`config.mk`:
```
export PLATFORM = sky130hd
export DESIGN_NAME = amicable_number_test_top_flat
export DESIGN_NICKNAME = d
export VERILOG_FILES = /design/src/rtl/core/amt_pkg.sv /design/src/rtl/core/amt_if.sv /design/src/rtl/core/amt_div.sv /design/src/rtl/core/amicable_number_test_top.sv /design/src/flat_wrapper.sv
export SDC_FILE = /design/constraint.sdc
export NUM_CORES = 1
export LEC_CHECK = 0
export BUFFER_PORTS_ARGS = -buffer_cell sky130_fd_sc_hd__buf_2
export CAP_MARGIN = 20
export CORE_AREA = 2 2 151 153
export DETAILED_ROUTE_END_ITERATION = 7
export DIE_AREA = 0 0 153 155
export PLACE_DENSITY_LB_ADDON = 0.25
export SYNTH_ARGS = -nofsm -noshare
export SYNTH_HDL_FRONTEND = slang
export SYNTH_SLANG_ARGS = --single-unit
```
`constraint.sdc`:
```
create_clock -name clk -period 8.7 [get_ports clk]
set_input_delay 1.74 -clock clk [delete_from_list [all_inputs] [get_ports clk]]
set_output_delay 1.74 -clock clk [all_outputs]
set_load 0.05 [all_outputs]
```
`src/rtl/core/amt_pkg.sv`:
```
// Package for the amicable number test block.
// Widths, limits and the control structs shared by the sequencer and the divider.
// No dependencies.
package amt_pkg;

	localparam int NUMBER_WIDTH = 16;
	localparam int CAND_W       = 16;
	localparam int CAND_USE_W   = (NUMBER_WIDTH < CAND_W) ? NUMBER_WIDTH : CAND_W;
	localparam logic [CAND_W-1:0] CAND_MASK = CAND_W'((33'd1 << CAND_USE_W) - 33'd1);

	localparam int PARTNER_W = 18;
	localparam int PSUM_W    = 20;
	localparam int ACC_W     = 22;   // exact divisor sum of an 18-bit number
	localparam int DIV_W     = 10;   // trial divisor, up to sqrt(2^18) + 1
	localparam int SQ_W      = 2 * DIV_W;
	localparam int DIV_CNT_W = $clog2(PARTNER_W);

	localparam logic [PARTNER_W-1:0] PARTNER_MAX = '1;
	localparam logic [PSUM_W-1:0]    PSUM_MAX    = '1;

	typedef struct packed {
		logic                 start;
		logic [PARTNER_W-1:0] dividend;
		logic [DIV_W-1:0]     divisor;
	} div_req_t;

	typedef struct packed {
		logic                 done;
		logic [PARTNER_W-1:0] quotient;
		logic [DIV_W-1:0]     remainder;
	} div_rsp_t;

endpackage

```
`src/rtl/core/amt_if.sv`:
```
// Valid/ready channel interfaces for the amicable number test block.
// Depends on amt_pkg for payload widths.
interface amt_req_if;
	logic                       valid;
	logic                       ready;
	logic [amt_pkg::CAND_W-1:0] candidate;

	modport source (output valid, output candidate, input ready);
	modport sink (input valid, input candidate, output ready);
endinterface

interface amt_rsp_if;
	logic                          valid;
	logic                          ready;
	logic                          is_amicable;
	logic [amt_pkg::PARTNER_W-1:0] partner;
	logic [amt_pkg::PSUM_W-1:0]    partner_divisor_sum;

	modport source (output valid, output is_amicable, output partner,
		output partner_divisor_sum, input ready);
	modport sink (input valid, input is_amicable, input partner,
		input partner_divisor_sum, output ready);
endinterface

```
`src/rtl/core/amt_div.sv`:
```
// Shared restoring divider, one quotient bit per cycle.
// Depends on amt_pkg (div_req_t, div_rsp_t).
module amt_div (
	input  logic              clk,
	input  logic              arst_n,
	input  amt_pkg::div_req_t req,
	output amt_pkg::div_rsp_t rsp
);
	import amt_pkg::*;

	logic                 busy_q;
	logic                 done_q;
	logic [DIV_CNT_W-1:0] cnt_q;
	logic [PARTNER_W-1:0] dvd_q;
	logic [DIV_W-1:0]     dvs_q;
	logic [DIV_W-1:0]     rem_q;

	logic [DIV_W:0]   trial;
	logic             qbit;
	logic [DIV_W-1:0] rem_next;

	always_comb begin
		trial    = {rem_q, dvd_q[PARTNER_W-1]};
		qbit     = (trial >= {1'b0, dvs_q});
		rem_next = qbit ? DIV_W'(trial - {1'b0, dvs_q}) : trial[DIV_W-1:0];
	end

	always_ff @(posedge clk or negedge arst_n) begin
		if (!arst_n) begin
			busy_q <= 1'b0;
			done_q <= 1'b0;
			cnt_q  <= '0;
		end else begin
			done_q <= 1'b0;
			if (req.start) begin
				busy_q <= 1'b1;
				cnt_q  <= '0;
			end else if (busy_q) begin
				cnt_q <= cnt_q + 1'b1;
				if (cnt_q == DIV_CNT_W'(PARTNER_W - 1)) begin
					busy_q <= 1'b0;
					done_q <= 1'b1;
				end
			end
		end
	end

	always_ff @(posedge clk) begin
		if (req.start) begin
			dvd_q <= req.dividend;
			dvs_q <= req.divisor;
			rem_q <= '0;
		end else if (busy_q) begin
			dvd_q <= {dvd_q[PARTNER_W-2:0], qbit};
			rem_q <= rem_next;
		end
	end

	assign rsp.done      = done_q;
	assign rsp.quotient  = dvd_q;
	assign rsp.remainder = rem_q;

endmodule

```
`src/rtl/core/amicable_number_test_top.sv`:
```
// Top level of the amicable number test: sequencer, accumulator and shared divider.
// Depends on amt_pkg, amt_req_if / amt_rsp_if and amt_div.
//
// channel  dir  payload                                       transfer
// req      in   candidate[15:0]                               valid & ready
// rsp      out  is_amicable, partner[17:0], partner_divisor_sum[19:0]  valid & ready
//
// One candidate at a time; req.ready is high only while idle.
// Each trial divisor d (2 <= d, d*d <= n) takes one division on the shared
// bit-serial divider, first for the candidate and then for its partner.
// Reset returns the sequencer to idle; the result
// holds on rsp until it is taken.
module amicable_number_test_top (
	input logic   clk,
	input logic   arst_n,
	amt_req_if.sink   req,
	amt_rsp_if.source rsp
);
	import amt_pkg::*;

	typedef enum logic [2:0] {
		S_IDLE,
		S_START,
		S_CHECK,
		S_DIV,
		S_DONE
	} state_t;

	state_t               state_q;
	logic                 pass_q;
	logic [CAND_W-1:0]    cand_q;
	logic [PARTNER_W-1:0] n_q;
	logic [DIV_W-1:0]     d_q;
	logic [ACC_W-1:0]     total_q;
	logic [ACC_W-1:0]     partner_q;
	logic                 amic_q;
	logic [PARTNER_W-1:0] partner_out_q;
	logic [PSUM_W-1:0]    psum_out_q;

	div_req_t div_req;
	div_rsp_t div_rsp;

	logic [SQ_W-1:0]  sq;
	logic             n_small;
	logic             trial_ok;
	logic [ACC_W-1:0] pair_add;

	always_comb begin
		sq       = d_q * d_q;
		n_small  = (n_q < PARTNER_W'(2));
		trial_ok = !n_small && (sq <= SQ_W'(n_q));
		if (div_rsp.quotient != PARTNER_W'(d_q))
			pair_add = ACC_W'(d_q) + ACC_W'(div_rsp.quotient);
		else
			pair_add = ACC_W'(d_q);
		div_req.start    = (state_q == S_CHECK) && trial_ok;
		div_req.dividend = n_q;
		div_req.divisor  = d_q;
	end

	amt_div u_div (
		.clk    (clk),
		.arst_n (arst_n),
		.req    (div_req),
		.rsp    (div_rsp)
	);

	always_ff @(posedge clk or negedge arst_n) begin
		if (!arst_n) begin
			state_q       <= S_IDLE;
			pass_q        <= 1'b0;
			cand_q        <= '0;
			n_q           <= '0;
			d_q           <= '0;
			total_q       <= '0;
			partner_q     <= '0;
			amic_q        <= 1'b0;
			partner_out_q <= '0;
			psum_out_q    <= '0;
		end else begin
			case (state_q)
				S_IDLE: begin
					if (req.valid) begin
						cand_q  <= req.candidate & CAND_MASK;
						n_q     <= PARTNER_W'(req.candidate & CAND_MASK);
						pass_q  <= 1'b0;
						state_q <= S_START;
					end
				end
				S_START: begin
					total_q <= n_small ? '0 : ACC_W'(1);
					d_q     <= DIV_W'(2);
					state_q <= S_CHECK;
				end
				S_CHECK: begin
					if (trial_ok) begin
						state_q <= S_DIV;
					end else if (!pass_q) begin
						partner_q <= total_q;
						n_q       <= total_q[PARTNER_W-1:0];
						pass_q    <= 1'b1;
						state_q   <= S_START;
					end else begin
						amic_q <= (total_q == ACC_W'(cand_q)) &&
							(partner_q != ACC_W'(cand_q));
						partner_out_q <= (partner_q > ACC_W'(PARTNER_MAX)) ?
							PARTNER_MAX : partner_q[PARTNER_W-1:0];
						psum_out_q <= (total_q > ACC_W'(PSUM_MAX)) ?
							PSUM_MAX : total_q[PSUM_W-1:0];
						state_q <= S_DONE;
					end
				end
				S_DIV: begin
					if (div_rsp.done) begin
						if (div_rsp.remainder == '0)
							total_q <= total_q + pair_add;
						d_q     <= d_q + 1'b1;
						state_q <= S_CHECK;
					end
				end
				S_DONE: begin
					if (rsp.ready)
						state_q <= S_IDLE;
				end
				default: begin
					state_q <= S_IDLE;
				end
			endcase
		end
	end

	assign req.ready               = (state_q == S_IDLE);
	assign rsp.valid               = (state_q == S_DONE);
	assign rsp.is_amicable         = amic_q;
	assign rsp.partner             = partner_out_q;
	assign rsp.partner_divisor_sum = psum_out_q;

endmodule
```
`src/flat_wrapper.sv`:
```
// flat-port wrapper written by rule: the top's interface ports become plain ports
module amicable_number_test_top_flat import amt_pkg::*;
  (clk, arst_n, req_valid, req_candidate, req_ready, rsp_valid, rsp_is_amicable, rsp_partner, rsp_partner_divisor_sum, rsp_ready);
  amt_req_if req_i ();
  amt_rsp_if rsp_i ();
  input logic clk;
  input logic arst_n;
  input wire logic [$bits(req_i.valid)-1:0] req_valid;
  input wire logic [$bits(req_i.candidate)-1:0] req_candidate;
  output wire logic [$bits(req_i.ready)-1:0] req_ready;
  output wire logic [$bits(rsp_i.valid)-1:0] rsp_valid;
  output wire logic [$bits(rsp_i.is_amicable)-1:0] rsp_is_amicable;
  output wire logic [$bits(rsp_i.partner)-1:0] rsp_partner;
  output wire logic [$bits(rsp_i.partner_divisor_sum)-1:0] rsp_partner_divisor_sum;
  input wire logic [$bits(rsp_i.ready)-1:0] rsp_ready;
  assign req_i.valid = req_valid;
  assign req_i.candidate = req_candidate;
  assign req_ready = req_i.ready;
  assign rsp_valid = rsp_i.valid;
  assign rsp_is_amicable = rsp_i.is_amicable;
  assign rsp_partner = rsp_i.partner;
  assign rsp_partner_divisor_sum = rsp_i.partner_divisor_sum;
  assign rsp_i.ready = rsp_ready;
  amicable_number_test_top u_core (.clk(clk), .arst_n(arst_n), .req(req_i), .rsp(rsp_i));
endmodule
```
# Word-level counts from Yosys, hierarchy flattened
# Index checks and enable logic that the tools add are counted.
[totals]
reg_bits = 176
inputBits = 20
word_cells = 93
[op_classes]
reduce_logical = 17
n_lt_le_gt_ge = 5
bitwise_logic = 2
addsub = 5
n_eq_ne = 14
mul = 1
n_mux = 33
[ops]
columns = ["operator", "count"]
rows = [
  ["$mux W18", 6],
  ["$mux W22", 3],
  ["$pmux W22 S2", 1],
  ["$pmux W18 S2", 1],
  ["$add A22 B22 Y22", 1],
  ["$eq A22 B16 Y1", 1],
  ["$gt A22 B18 Y1 const B", 1],
  ["$gt A22 B20 Y1 const B", 1],
  ["$ne A22 B16 Y1", 1],
  ["$le A20 B18 Y1", 1],
  ["$mul A10 B10 Y20", 1],
  ["$mux W10", 2],
  ["$mux W20", 1],
  ["$pmux W10 S2", 1],
  ["$add A10 B18 Y19", 1],
  ["$lt A18 B2 Y1 const B", 1],
  ["$ne A18 B10 Y1", 1],
  ["$mux W3", 5],
  ["$pmux W3 S5", 1],
  ["$reduce_and A3 Y1", 5],
  ["$ge A11 B10 Y1", 1],
  ["$add A10 B1 Y10 const B", 1],
  ["$logic_not A10 Y1", 1],
  ["$mux W5", 2],
  ["17 further kinds", 36],
]

# Longest topological paths before layout
# Gate-level depths: netlist (run 1).
[logic_depth]
word_depth = 6
depth_mapped = 33
depth_no_buf = 30

# Hierarchy
# From an unflattened synthesis (run 1), not the netlist that was laid out.
[hier_totals]
hier_cells = 1340
hier_area_um2 = 12921.1
[by_module_without_submodules]
columns = ["module", "seq_area_each_um2", "n_inst", "cells_per_inst", "area_per_inst_um2"]
rows = [
  ["amicable_number_test_top", 3278.1, 1, 1143, 10536.4],
  ["amt_div", 1216.2, 1, 197, 2384.8],
]

# Worst setup path before layout (run 1)
# Ideal clock, no wire load.
[synth_path]
path_kind = "reg2reg"
from = "register u_core.d_q[2]"
to = "register u_core.u_div.dvd_q[0], enable pin"
t_arrival_ns = 7.297
setup_time_ns = 0.375
path_slack_ns = 1.029
path_stages_with_launch = 31
cell_sequence = "dfrtp_1 clkbuf_1 clkbuf_1 and2_1 fa_1 fa_1 inv_1 fa_1 inv_1 fa_1 inv_1 fa_1 inv_1 ha_1 or2_0 o2111ai_1 o211ai_1 a31oi_1 o21bai_1 a21oi_1 xnor2_1 ha_1 and4_1 nand3_1 or4_1 o31ai_1 nand3b_1 or3_1 buf_2 buf_6 nand2_1"
[synth_between]
elab_chain_cells = 5
[synth_rtl]
columns = ["element", "line", "rtl"]
rows = [
  ["start: declaration", "amicable_number_test_top.sv:33", "logic [DIV_W-1:0] d_q;"],
  ["start signal: assignment", "amicable_number_test_top.sv:117", "d_q <= d_q + 1'b1;"],
  ["$mul A10 B10 Y20", "amicable_number_test_top.sv:49", "sq = d_q * d_q;"],
  ["$le A20 B18 Y1", "amicable_number_test_top.sv:51", "trial_ok = !n_small && (sq <= SQ_W'(n_q));"],
  ["$logic_and A1 B1 Y1", "amicable_number_test_top.sv:51", ""],
  ["$logic_and A1 B1 Y1", "amicable_number_test_top.sv:56", "div_req.start = (state_q == S_CHECK) && trial_ok;"],
  ["$reduce_bool A2 Y1 (no line)", "--", ""],
  ["end signal: assignment", "amt_div.sv:50", "dvd_q <= req.dividend;"],
  ["end signal: assignment", "amt_div.sv:54", "dvd_q <= {dvd_q[PARTNER_W-2:0], qbit};"],
  ["end: declaration", "amt_div.sv:14", "logic [PARTNER_W-1:0] dvd_q;"],
]
# Every way passes these cells.
# A chain may end at the register's enable or synchronous reset.

# Final worst setup path (run 1)
[layout_path]
from = "register u_core.d_q[7]"
to = "register u_core.u_div.dvd_q[10], enable pin"
# The elaborated chain is that of the path after synthesis.

==> results of run 1 <==
-- per-stage QoR --
stage | cell area [sq um] | util
final | 14400 | 0.646
after global routing | 14400 | 0.646
after CTS | 14300 | 0.646
after detailed placement | 13700 | 0.618
after global placement | 13700 | 0.618
after floorplan | 13100 | -
-- power by group --
part	switching (mW)	total, mW	internal [mW]
Sequential	0.209	1.21	1.00
Combinational	0.650	1.17	0.519
Clock	0.391	0.784	0.393
Total	1.25	3.17	1.92
-- flip-flops by register name, summed over array words and instances, names as in the netlist --
name,flops
u_core.cand_q,16
u_core.u_div.dvs_q,10
u_core.rsp.partner_divisor_sum,20
u_core.partner_q,22
u_core.rsp.partner,18
u_core.d_q,10
u_core.u_div.cnt_q,5
u_core.pass_q,1
u_core.rsp.is_amicable,1
u_core.n_q,18
u_core.state_q,3
u_core.u_div.rem_q,10
u_core.u_div.done_q,1
u_core.u_div.busy_q,1
u_core.u_div.dvd_q,18
u_core.total_q,22
-- layout by cell type, fill, tap and decap left out, types with 27 or more instances in the layout --
cell type	netlist	final
or3_1	27	27
edfxtp_1	28	28
mux2_2	78	78
nor2_1	85	85
buf_2	9	59
xnor2_1	57	57
ha_1	107	107
xor2_1	43	43
a21oi_1	51	51
nand2b_1	27	27
inv_1	123	123
nand2_1	74	74
dfrtp_1	138	138
o21ai_0	40	40
fa_1	51	51
-- area by class of cell --
cell class	count	area share
inverter	124	0.0324
clock inverter	15	0.0129
sequential	176	0.313
clock buffer	17	0.0296
multi-input combinational	952	0.554
timing repair buffer	83	0.0334
tap	285	0.0248
-- worst max-delay path, delay by kind of cell, from the launching register on --
family / cells / cell delay (ns)
simple gates: 11 / 2.50
fa+ha+maj: 7 / 3.25
flops: 1 / 0.66
compound gates: 4 / 0.79
buf+inv: 4 / 0.41
xor+xnor: 1 / 0.13
-- layer usage --
layer  vias to the layer above  GRT usage  wire length (um)
li1                       4674          -                 -
met1                      4964      0.398             14500
met2                       318      0.444             15100
met3                        53     0.0448              2090
met4                         0     0.0789               687
met5                         -          0                 0
-- path summary, 6_finish.rpt --
check / depth (start not counted) / startpoint / to
max: 27 / u_core.d_q[7] / u_core.u_div.dvd_q[10]
max reg2reg: 27 / u_core.d_q[7] / u_core.u_div.dvd_q[10]
max in group asynchronous: 2 / arst_n / u_core.cand_q[15]
min in group asynchronous: 1 / arst_n / u_core.rsp.partner_divisor_sum[15]
min reg2reg: 1 / u_core.partner_q[17] / u_core.partner_q[17]
min: 1 / u_core.partner_q[17] / u_core.partner_q[17]
-- logic make-up (layout without fill, tap and decap cells) --
family,count (synthesis),in the layout,share of synthesized area
buffers and inverters,172,239,0.0514
XOR/XNOR,100,100,0.0670
flip-flops,176,176,0.344
AO/OA/AOI/OAI,225,225,0.120
multiplexers,123,123,0.103
adder cells (fa/ha/maj),158,158,0.181
AND/OR/NAND/NOR,346,346,0.134
==> results.toml, run 1 <==
[worst_setup_path]
cpMostUsedCell = "fa_1"
cp_data_arrival_time_ns = 8.18
path_class = "flip-flop to flip-flop"
cpMaxStageDelayCell = "dfrtp_1"
critPathMaxStageDelay_ns = 0.66
cp_max_fo = 14
required_ns = 8.84
crit_path_end_kind = "flip-flop"
worstSetupStartpointType = "flip-flop"
r2r_slack_ns = 0.66

[final_layout]
multi_input_area_sq_mm = 0.00795
fillers = 1779
layout.nets = 1532
area_growth_pct = 9.85
layout-drive-gt1-share = 0.154
instances_no_fill = 1652
regArea_sq_mm = 0.00449
n_antenna_cell = 0

[sta]
relSlewSlack = 0.278
fmax_mhz = 124
finalMaxSlewViolations = 0
fin_crit_ns = 8.04
hold_violations = 0
fin_crit_sh = 0.924
rsz0062_at_grt = "false"
worstMarginPinSlew_ns = 1.08
fin_skew_ns = 0.0128
tns_ns = 0
setup_viol = 0
setup_ws_ns = 0.664
hold_slack_ns = 0.490

[clock_network]
cts_buffer_depth = 2
clock_latency_ns = 0.44
cts_resized = 0
cts_tree = "built"
numCtsBuffers = 17
clk_pin_slew_worst_paths_ns = 0.08
clkSinkCount = 176
htree_levels = 4
post_cts_buffers = 0
cts-root-buf = "clkbuf_16"
cts.hold.buffers_added = 0

[placed_design]
dpl_worst_slack_ns = 0.749
numPortBuffers = 60
gp_congestion = 0.928
dp_hpwl_mm = 24.3
dp_cells = 1619

[power_and_ir_drop]
cellLeakagePower_nw = 7.38
p_per_area_mw_per_mm2 = 220
ir_drop_uv = 161
fin_total_pwr_mw = 3.17

[status]
status = "complete, no violations"

[detailed_routing]
route.vias.total = 10000
drtIter0Drc = 825
drt_wl_total_mm = 32.3
drt_first_pass_iters = 8
wl_per_cell_um = 19.6
routed_via_density = 6.06
drc = 0
drtAntennaViolNets = 0

[worst_hold_path]
worstHoldPathType = "flip-flop to flip-flop"

[global_route]
grt_pass1_vias = 9805
grt_pass1_wl_mm = 52.3
grt-ovfl-total = 0
grt_max_degree = 76
track_usage = 0.279
antenna_found_initial = 0

[synth]
syn-num-nets = 1478
yosysSeqAreaShare = 0.344
synth-seq-cells = 176
syn_area_sq_mm = 0.0131
synth.largest_area_cell = "dfrtp_1"
ys_top_cells_by_area = "dfrtp_1, ha_1, fa_1"
synth_top_area_frac = 0.264
synth_edf_count = 28
syn_avg_cell_area_sq_um = 10.1
synth_commonest_cells = "dfrtp_1, inv_1, ha_1"
synthFlopType = "dfrtp_1"
netlist_instances = 1300
yosysUniqueCellTypes = 64
ys_warn_count = 0
synthArstFlopShare = 0.784
yosysMostFrequentCell = "dfrtp_1"

[floorplan]
rows = 55
dieWidth_um = 153
initial_core_util = 0.588
core_sq_mm = 0.0222
die_area_sq_mm = 0.0237
die_h_um = 155
ioPinCount = 61

[run]
drv_cap = 0
Note: power is estimated with default switching activity, not from simulation.
==> run 2, diff against run 1 <==
--- a/config.mk
+++ b/config.mk
@@ -7,9 +7,9 @@
 export LEC_CHECK = 0
 export BUFFER_PORTS_ARGS = -buffer_cell sky130_fd_sc_hd__buf_2
 export CAP_MARGIN = 20
-export CORE_AREA = 2 2 151 153
+export CORE_AREA = 2 2 178 180
 export DETAILED_ROUTE_END_ITERATION = 7
-export DIE_AREA = 0 0 153 155
+export DIE_AREA = 0 0 180 182
 export PLACE_DENSITY_LB_ADDON = 0.25
 export SYNTH_ARGS = -nofsm -noshare
 export SYNTH_HDL_FRONTEND = slang
==> run 2 against run 1 <==
Against the previous run:
- clock skew grew 0.0062 ns
- utilization fell by 18 points
- critical path depth rose by 2
- die area grew 38%
- flip-flop and latch count unchanged
- power hardly changed
- sequential share of layout area fell by 0.39 points
- wire length grew 4.2%
- highest routed layer unchanged
==> results.toml, run 2 (synthesis results as in run 1) <==
[sta]
relSlewSlack = 0.330
fin_crit_sh = 0.921
setup_viol = 0
finalMaxSlewViolations = 0
rsz0062_at_grt = "false"
hold_violations = 0
fin_skew_ns = 0.0191
tns_ns = 0
fmax_mhz = 125
setup_ws_ns = 0.691
worstMarginPinSlew_ns = 1.00
fin_crit_ns = 8.01

[power_and_ir_drop]
combPwrFrac = 0.368
intPower_mw = 1.92
p_switching_mw = 1.25
ir_drop_uv = 143
p_clk_frac = 0.251
cellLeakagePower_nw = 7.39
p_per_area_mw_per_mm2 = 218
netSwitchingFraction = 0.394
seqPwrFrac = 0.381

[placed_design]
placed_cell_area_sq_mm = 0.0139
gp_congestion = 0.887
dp_cells = 1737
numPortBuffers = 60
dp_hpwl_mm = 25.5
dpl_worst_slack_ns = 0.720

[clock_network]
clk_pin_slew_worst_paths_ns = 0.07
numCtsBuffers = 17
cts_resized = 0
htree_levels = 4
cts-root-buf = "clkbuf_16"
clkSinkCount = 176
cts_tree = "built"
clock_latency_ns = 0.44
post_cts_buffers = 0
cts_buffer_depth = 2
cts.hold.buffers_added = 0

[worst_hold_path]
worstHoldPathType = "flip-flop to flip-flop"

[worst_setup_path]
critPathMaxStageDelay_ns = 0.62
cp_max_fo = 12
cpMaxStageDelayCell = "or3_1"
worstSetupStartpointType = "flip-flop"
path_class = "flip-flop to flip-flop"
cp_data_arrival_time_ns = 8.19
r2r_slack_ns = 0.69
crit_path_end_kind = "flip-flop"
required_ns = 8.88

[floorplan]
ioPinCount = 61
core_sq_mm = 0.0310
dieWidth_um = 180
die_h_um = 182
rows = 65
die_area_sq_mm = 0.0328
initial_core_util = 0.422

[final_layout]
instances_no_fill = 1771
layout.nets = 1533
final_common_cell = "dfrtp_1"
area_growth_pct = 11.2
layout-drive-gt1-share = 0.154
finalInstanceArea_sq_mm = 0.0145
mostFrequentLayoutCells = "dfrtp_1, inv_1, ha_1"

[status]
status = "complete, no violations"

[detailed_routing]
wl_per_cell_um = 19.0
route.vias.total = 9793
drt_wl_total_mm = 33.7
routed_via_density = 5.53
drc = 0
drtAntennaViolNets = 0
drtIter0Drc = 693
drt_first_pass_iters = 5

[global_route]
grt_pass1_wl_mm = 54.1
grt-ovfl-total = 0
track_usage = 0.210
antenna_found_initial = 1
grt_pass1_vias = 9749
grt_max_degree = 76

[run]
drv_cap = 0
run 2: worst paths after layout:
check,startpoint,endpoint,cells after the start
setup / recovery,u_core.d_q[4],u_core.u_div.dvd_q[12],29
hold / removal,u_core.rsp.partner_divisor_sum[16],u_core.rsp.partner_divisor_sum[16],1
setup reg to reg,u_core.d_q[4],u_core.u_div.dvd_q[12],29
hold reg to reg,u_core.rsp.partner_divisor_sum[16],u_core.rsp.partner_divisor_sum[16],1
max in group asynchronous,arst_n,u_core.n_q[3],2
min in group asynchronous,arst_n,u_core.rsp.partner_divisor_sum[13],1
run 2: layout make-up:
cell class | count | area [sq um]
antenna | 1 | 2.50
clock buffer | 17 | 425
clock inverter | 15 | 188
fill | 2892 | 16500
inverter | 124 | 465
multi-input combinational | 952 | 7950
sequential | 176 | 4490
tap | 402 | 503
timing repair buffer | 84 | 507
run 2: per-stage QoR:
| step | hold slack [ns] | utilization | power [mW] |
|---|---|---|---|
| after floorplan | 0.448 | - | 2.03 |
| after global placement | 0.475 | 0.448 | 2.35 |
| after detailed placement | 0.491 | 0.448 | 2.37 |
| after CTS | 0.510 | 0.468 | 3.17 |
| after global routing | 0.522 | 0.469 | 3.38 |
| final | 0.502 | 0.469 | 3.17 |
run 2: critical path: cells and delay by family (launching register included):
family,cells,cell delay (ns)
muxes,1,0.33
adders and majority gates,7,2.70
AOI/OAI and AO/OA,7,1.21
xor gates and xnor gates,2,0.24
buffers and inverters,5,0.51
and+or+nand+nor,7,2.22
DFF,1,0.53
run 2: power by group through the flow:
stage | clock [mW] | sequential, mW | combinational [mW]
final | 0.795 | 1.21 | 1.17
after global routing | 0.842 | 1.23 | 1.31
after CTS | 0.810 | 1.20 | 1.16
after detailed placement | 0 | 1.22 | 1.15
after global placement | 0 | 1.21 | 1.14
after floorplan | 0 | 1.12 | 0.910
run 2: layer usage:
layer  track usage  part of all wire  vias to the layer above  wire length [um]
met3        0.0265             0.043                       38              1460
met5             0                 0                        -                 0
met4        0.0663             0.022                        0               742
met2         0.337              0.46                      238             15600
met1         0.296              0.47                     4847             15900
li1              -                 -                     4670                 -
